`config.mk`:
```
export PLATFORM = sky130hd
export DESIGN_NAME = arctan_series_sum
export DESIGN_NICKNAME = d
export VERILOG_FILES = /design/src/ats_pkg.sv /design/src/arctan_series_sum.sv
export SDC_FILE = /design/constraint.sdc
export NUM_CORES = 2
export LEC_CHECK = 0
export BUFFER_PORTS_ARGS = -buffer_cell sky130_fd_sc_hd__buf_2
export CAP_MARGIN = 25
export CORE_MARGIN = 5
export CORE_UTILIZATION = 35
export CTS_BUF_LIST = sky130_fd_sc_hd__clkbuf_4 sky130_fd_sc_hd__clkbuf_8 sky130_fd_sc_hd__clkbuf_16
export DETAILED_ROUTE_END_ITERATION = 10
export GPL_ROUTABILITY_DRIVEN = 0
export PLACE_DENSITY_LB_ADDON = 0.08
export SYNTH_ARGS = -nofsm -noshare
export SYNTH_HDL_FRONTEND = slang
export SYNTH_SLANG_ARGS = --single-unit
```
`constraint.sdc`:
```
create_clock -name clk -period 19.8 [get_ports clk]
set_input_delay 0.99 -clock clk [delete_from_list [all_inputs] [get_ports clk]]
set_output_delay 0.99 -clock clk [all_outputs]
set_load 0.005 [all_outputs]
```
`src/ats_pkg.sv`:
```
package ats_pkg;

  localparam int MAX_TERMS_DEF = 1024;
  localparam int X_ONE = 16384;
  localparam int MUL_SHIFT = 28;
  localparam int POW_W = 32;
  localparam int MULT_W = 30;
  localparam int MAG_W = 31;
  localparam int SUM_W = 32;

  typedef logic [2:0] upc_t;

  localparam upc_t S_IDLE     = 3'd0;
  localparam upc_t S_MULX     = 3'd1;
  localparam upc_t S_TEST     = 3'd2;
  localparam upc_t S_DIV_INIT = 3'd3;
  localparam upc_t S_DIV_STEP = 3'd4;
  localparam upc_t S_ACCUM    = 3'd5;
  localparam upc_t S_POWER    = 3'd6;
  localparam upc_t S_DONE     = 3'd7;

  typedef enum logic [2:0] {
    JC_NEXT,
    JC_ALWAYS,
    JC_NO_INPUT,
    JC_ZERO_COUNT,
    JC_DIV_BUSY,
    JC_OUT_FULL
  } jcond_t;

  typedef struct packed {
    logic   take;
    logic   mulx;
    logic   div_init;
    logic   div_step;
    logic   accum;
    logic   pow_upd;
    logic   out_load;
    jcond_t cond;
    upc_t   target;
  } ucode_t;

  // control store, one word per step
  function automatic ucode_t ucode_rom(upc_t addr);
    ucode_t w;
    w = '{take: 1'b0, mulx: 1'b0, div_init: 1'b0, div_step: 1'b0, accum: 1'b0,
          pow_upd: 1'b0, out_load: 1'b0, cond: JC_NEXT, target: S_IDLE};
    case (addr)
      S_IDLE: begin
        w.take = 1'b1;
        w.cond = JC_NO_INPUT;
        w.target = S_IDLE;
      end
      S_MULX: begin
        w.mulx = 1'b1;
      end
      S_TEST: begin
        w.cond = JC_ZERO_COUNT;
        w.target = S_DONE;
      end
      S_DIV_INIT: begin
        w.div_init = 1'b1;
      end
      S_DIV_STEP: begin
        w.div_step = 1'b1;
        w.cond = JC_DIV_BUSY;
        w.target = S_DIV_STEP;
      end
      S_ACCUM: begin
        w.accum = 1'b1;
      end
      S_POWER: begin
        w.pow_upd = 1'b1;
        w.cond = JC_ALWAYS;
        w.target = S_TEST;
      end
      S_DONE: begin
        w.out_load = 1'b1;
        w.cond = JC_OUT_FULL;
        w.target = S_DONE;
      end
      default: begin
        w.cond = JC_ALWAYS;
        w.target = S_IDLE;
      end
    endcase
    return w;
  endfunction

endpackage

```
`src/arctan_series_sum.sv`:
```
// Partial Maclaurin sum of arctan(x): a word carries x in signed Q2.14 (clamped to
// -1..+1) and a term count n (clamped to MAX_TERMS); the result word is the sum of
// the first n series terms in signed Q2.30, zero for n = 0. One word is worked on
// at a time, and the input opens in the cycle after the result register is loaded.
// Each term passes through the divider load, a restoring divider shared over all
// terms, the accumulate, the running-power multiply and the loop test. A finished
// result waits in an output register, so the next word can be taken while it is
// still stalled.
module arctan_series_sum #(
  parameter int MAX_TERMS = ats_pkg::MAX_TERMS_DEF
) (
  input  logic               clk,
  input  logic               rst,
  input  logic               in_valid,
  output logic               in_stall,
  input  logic signed [15:0] x_value,
  input  logic        [10:0] term_count,
  output logic               out_valid,
  input  logic               out_stall,
  output logic signed [31:0] arctan_value
);
  import ats_pkg::*;

  localparam int CW = $clog2(MAX_TERMS + 1);
  localparam int DW = $clog2(2 * MAX_TERMS);
  localparam int BW = $clog2(MAG_W);
  localparam logic signed [SUM_W:0] SUM_MAX = (SUM_W + 1)'(64'sd1 <<< 30);
  localparam logic signed [SUM_W:0] SUM_MIN = -SUM_MAX;

  upc_t   step;
  upc_t   step_next;
  ucode_t cw;

  logic signed [15:0]         xs;
  logic signed [POW_W-1:0]    power;
  logic signed [MULT_W-1:0]   mult;
  logic signed [SUM_W-1:0]    sum;
  logic        [CW-1:0]       count;
  logic        [DW-1:0]       denom;
  logic        [DW-1:0]       rem;
  logic        [MAG_W-1:0]    dq;
  logic        [BW-1:0]       div_cnt;
  logic                       neg;

  logic signed [15:0]         x_sat;
  logic signed [POW_W-1:0]    mul_a;
  logic signed [MULT_W-1:0]   mul_b;
  logic signed [POW_W+MULT_W-1:0] prod;
  logic signed [POW_W+MULT_W-1:0] prod_sh;
  logic        [DW:0]         rem_sh;
  logic        [DW:0]         rem_sub;
  logic                       qbit;
  logic signed [SUM_W-1:0]    quot;
  logic signed [SUM_W:0]      sum_add;
  logic        [POW_W-1:0]    power_abs;
  logic                       accept;
  logic                       out_full;
  logic                       jump;

  assign cw       = ucode_rom(step);
  assign in_stall = !cw.take;
  assign accept   = in_valid && cw.take;
  assign out_full = out_valid && out_stall;

  // clamp argument
  always_comb begin
    x_sat = x_value;
    if (x_value > 16'(X_ONE)) begin
      x_sat = 16'(X_ONE);
    end else if (x_value < -16'(X_ONE)) begin
      x_sat = -16'(X_ONE);
    end
  end

  // shared multiplier
  assign mul_a   = cw.mulx ? POW_W'(xs) : power;
  assign mul_b   = cw.mulx ? MULT_W'(xs) : mult;
  assign prod    = mul_a * mul_b;
  assign prod_sh = prod >>> MUL_SHIFT;

  // restoring divider step
  assign rem_sh  = {rem, dq[MAG_W-1]};
  assign rem_sub = rem_sh - {1'b0, denom};
  assign qbit    = (rem_sh >= {1'b0, denom});

  assign power_abs = power[POW_W-1] ? -power : power;
  assign quot      = neg ? -SUM_W'(dq) : SUM_W'(dq);
  assign sum_add   = (SUM_W + 1)'(sum) + (SUM_W + 1)'(quot);

  // sequencer
  always_comb begin
    case (cw.cond)
      JC_NEXT:       jump = 1'b0;
      JC_ALWAYS:     jump = 1'b1;
      JC_NO_INPUT:   jump = !in_valid;
      JC_ZERO_COUNT: jump = (count == '0);
      JC_DIV_BUSY:   jump = (div_cnt != '0);
      JC_OUT_FULL:   jump = out_full;
      default:       jump = 1'b1;
    endcase
    step_next = jump ? cw.target : step + 3'd1;
  end

  always_ff @(posedge clk) begin
    if (rst) begin
      step      <= S_IDLE;
      out_valid <= 1'b0;
    end else begin
      step <= step_next;
      if (cw.out_load && !out_full) begin
        out_valid <= 1'b1;
      end else if (out_valid && !out_stall) begin
        out_valid <= 1'b0;
      end
    end
  end

  always_ff @(posedge clk) begin
    if (accept) begin
      xs    <= x_sat;
      power <= {x_sat, 16'b0};
      sum   <= '0;
      denom <= DW'(1);
      if (int'(term_count) > MAX_TERMS) begin
        count <= CW'(MAX_TERMS);
      end else begin
        count <= CW'(term_count);
      end
    end
    if (cw.mulx) begin
      mult <= -prod[MULT_W-1:0];
    end
    if (cw.div_init) begin
      rem     <= '0;
      dq      <= power_abs[MAG_W-1:0];
      neg     <= power[POW_W-1];
      div_cnt <= BW'(MAG_W - 1);
    end
    if (cw.div_step) begin
      rem     <= qbit ? rem_sub[DW-1:0] : rem_sh[DW-1:0];
      dq      <= {dq[MAG_W-2:0], qbit};
      div_cnt <= div_cnt - BW'(1);
    end
    if (cw.accum) begin
      if (sum_add > SUM_MAX) begin
        sum <= SUM_W'(SUM_MAX);
      end else if (sum_add < SUM_MIN) begin
        sum <= SUM_W'(SUM_MIN);
      end else begin
        sum <= sum_add[SUM_W-1:0];
      end
      denom <= denom + DW'(2);
      count <= count - CW'(1);
    end
    if (cw.pow_upd) begin
      power <= prod_sh[POW_W-1:0];
    end
    if (cw.out_load && !out_full) begin
      arctan_value <= sum;
    end
  end

`ifndef SYNTHESIS
  a_accept_starts: assert property (@(posedge clk) disable iff (rst)
    (in_valid && !in_stall) |=> (step == S_MULX))
    else $error("accepted word did not start the program");

  a_div_len: assert property (@(posedge clk) disable iff (rst)
    (step == S_DIV_STEP && div_cnt == '0) |=> (step == S_ACCUM))
    else $error("divider did not finish after its last step");

  a_sum_bound: assert property (@(posedge clk) disable iff (rst)
    (step == S_TEST) |-> (SUM_W + 1)'(sum) <= SUM_MAX && (SUM_W + 1)'(sum) >= SUM_MIN)
    else $error("running sum out of range");

  a_out_from_done: assert property (@(posedge clk) disable iff (rst)
    $rose(out_valid) |-> ($past(step) == S_DONE))
    else $error("result word raised outside the done step");
`endif

endmodule

```
==> impl_metrics.yaml <==
sta:
  setup_ws_ns: 8.17
  rsz0062_at_grt: "no"
  worstMarginPinSlew_ns: 1.06
  min_period_ns: 11.63
  hold_viol_final: 0
  relSlewSlack_pct: 29.1
  timing.final.crit_share_pct: 58.7
  finalSetupTns_ns: 0
  setup_viol: 0
  clock_skew_ns: 0.0126
  fmax_mhz: 86.0
  drv_slew: 0
die:
  fp.dieW_um: 372
  num_rows: 132
  die_height_um: 372
  ios: 65
  initial_core_util_pct: 35.3
  die_area_um2: 138000
  core_area_um2: 130000
critical_path:
  crit_arrival_ns: 11.89
  slowest_stage: "fa_1"
  start_kind: "flip-flop"
  crit_type: "flip-flop to flip-flop"
  worstPathRequired_ns: 20.06
  cp_slowest_stage_delay_ns: 0.90
  cp_common_cell: "fa_1"
  end_kind: "flip-flop"
  cp_max_fo: 51
final_layout:
  multi_input_area_um2: 35000
  n_antenna_cell: 0
  drive_above_1_share_pct: 5.03
  regArea_um2: 6420
  n_fill_cell: 13500
  nNetsFinal: 6254
  area_growth_pct: 7.51
cts:
  h-tree-depth: 1
  cts-root-buf: "clkbuf_16"
  postCtsSetupBuffers: 0
  path_clk_slew_ns: 0.06
  cts_buffers: 26
  cts_resized: 0
  hold_buffers: 0
  cts_tree: "yes"
  cts.path.max_buffers: 3
  clk_latency_ns: 0.54
  cts.sinks: 215
yosys:
  synth.ff_latch_count: 215
  async_reset_ff_share_pct: 0
  synth.distinct_cells: 74
  synth_compound_area_share_pct: 7.13
  yosys.area_share.adder_pct: 49.8
  synth.avg_cell_area_um2: 9.13
  synth_top_family_by_area: "adder cells"
  synthSimpleGateAreaFrac_pct: 14.9
  synth_fp_nets: 6277
  synth_xor_area_share_pct: 3.80
  synth_enable_flop_cells: 211
  synth_warnings: 0
  synth-seq-area-share_pct: 14.0
  synth_area_um2: 45900
  synth.area.mux_share_pct: 0.289
  syn_inst: 5020
  synth_ff_type: "edfxtp_1"
drt:
  routed_wl_um: 157000
  dr.pass1.iters: 6
  avgViaCountPerCell: 5.06
  vias: 34100
  routedWlPerCell_um: 23.3
  ant_nets: 0
  post-route-drc-count: 0
  drtIter0Drc: 2854
global_route:
  grt_pass1_vias: 35800
  grt_max_degree: 80
  antenna_found_initial: 12
  overflow: 0
  grt_pass1_wl_um: 237000
  grt_use_total_pct: 23.1
job:
  cap_violations: 0
min_path:
  hold_class: "flip-flop to flip-flop"
status:
  status: "finished clean"
place:
  port_buffers: 64
  pre_cts_ws_ns: 8.09
  dp_hpwl_um: 128000
## synthesized netlist by cell type (11+ instances only)
master / instances / share of area, %
a211oi_1: 16 / 0.26
a21o_1: 51 / 0.84
a21oi_1: 159 / 1.7
a31oi_1: 12 / 0.16
and2_1: 52 / 0.71
and3_1: 15 / 0.20
buf_1: 17 / 0.14
clkbuf_1: 186 / 1.5
edfxtp_1: 211 / 14
fa_1: 996 / 43
ha_1: 230 / 6.3
inv_1: 1022 / 8.4
mux2i_1: 11 / 0.24
nand2_1: 656 / 5.4
nand2b_1: 50 / 0.68
nand3_1: 41 / 0.45
nand3b_1: 14 / 0.23
nand4_1: 16 / 0.22
nor2_1: 605 / 5.0
nor2b_1: 11 / 0.15
nor3_1: 59 / 0.64
nor4_1: 13 / 0.18
o21a_1: 18 / 0.29
o21ai_0: 177 / 1.9
o31ai_1: 15 / 0.25
o41ai_1: 13 / 0.25
or2_2: 12 / 0.16
or3_1: 17 / 0.23
xnor2_1: 117 / 2.2
xor2_1: 82 / 1.6
## layout make-up
class	count	area share, %
Clock buffer	29	1.40
Clock inverter	14	0.251
Inverter	1022	7.78
Multi-Input combinational cell	3572	71.0
Sequential cell	215	13.0
Tap cell	1742	4.42
Timing Repair Buffer	160	2.14
## final timing paths
| check | depth (start not counted) | slack [ns] | start | end |
|---|---|---|---|---|
| worst max-delay path | 33 | 8.17 | step[1] | power[25] |
| worst min-delay path | 0 | 0.48 | sum[29] | arctan_value[29] |
| worst max register to register | 33 | 8.17 | step[1] | power[25] |
| worst min register to register | 0 | 0.48 | sum[29] | arctan_value[29] |
## state kept, by name, summed over array words and instances (netlist names), 3 cells and up
name,flops
mult,30
power,32
div_cnt,5
count,11
rem,11
arctan_value,32
denom,10
step,3
sum,32
xs,16
dq,31
## layer usage
| metal | part of all wire, % | wire length, um | track usage [%] |
|---|---|---|---|
| met5 | 0 | 0 | 0 |
| met4 | 2.6 | 4150 | 5.05 |
| met3 | 6.1 | 9620 | 2.41 |
| met2 | 47 | 73800 | 38.1 |
| met1 | 44 | 69900 | 32.9 |
## critical path, delay by kind of cell, from the launching register on
family                   cells  cell delay [ns]
XOR/XNOR                     1             0.16
flip-flops                   1             0.39
buffers and inverters       11             2.31
adder cells (fa/ha/maj)     10             5.21
AO/OA/AOI/OAI                5             1.12
AND/OR/NAND/NOR              6             2.05
## kinds of logic (layout without fill, tap and decap cells)
family | Yosys count | after routing
simple gates | 1597 | 1597
buf+inv | 1233 | 1225
fa+ha+maj | 1226 | 1226
compound gates | 537 | 537
flops | 215 | 215
xor+xnor | 199 | 199
mux | 13 | 13
## metrics by stage
step | util (%) | cell area [um^2] | std cells | hold slack, ns
floorplan | - | 45900 | 5020 | 0.433
global placement | 37.3 | 48400 | 6708 | 0.452
finish | 38.0 | 49300 | 6754 | 0.479
detailed placement | 37.3 | 48500 | 6710 | 0.465
global route | 38.0 | 49300 | 6754 | 0.488
CTS | 38.0 | 49300 | 6753 | 0.482
## placed cells by master, fill, tap and decap left out, types with 49 or more instances in the layout
| cell type | n |
|---|---|
| inv_1 | 1021 |
| fa_1 | 996 |
| nand2_1 | 654 |
| nor2_1 | 605 |
| ha_1 | 230 |
| edfxtp_1 | 211 |
| o21ai_0 | 177 |
| a21oi_1 | 142 |
| xnor2_1 | 117 |
| buf_4 | 95 |
| xor2_1 | 82 |
| buf_2 | 64 |
| nor3_1 | 59 |
| and2_1 | 51 |
| a21o_1 | 50 |
| nand2b_1 | 49 |
Power is left out: the tool's default activity adds up to more than one toggle a clock period on the data nets, which glitch-free logic cannot reach.
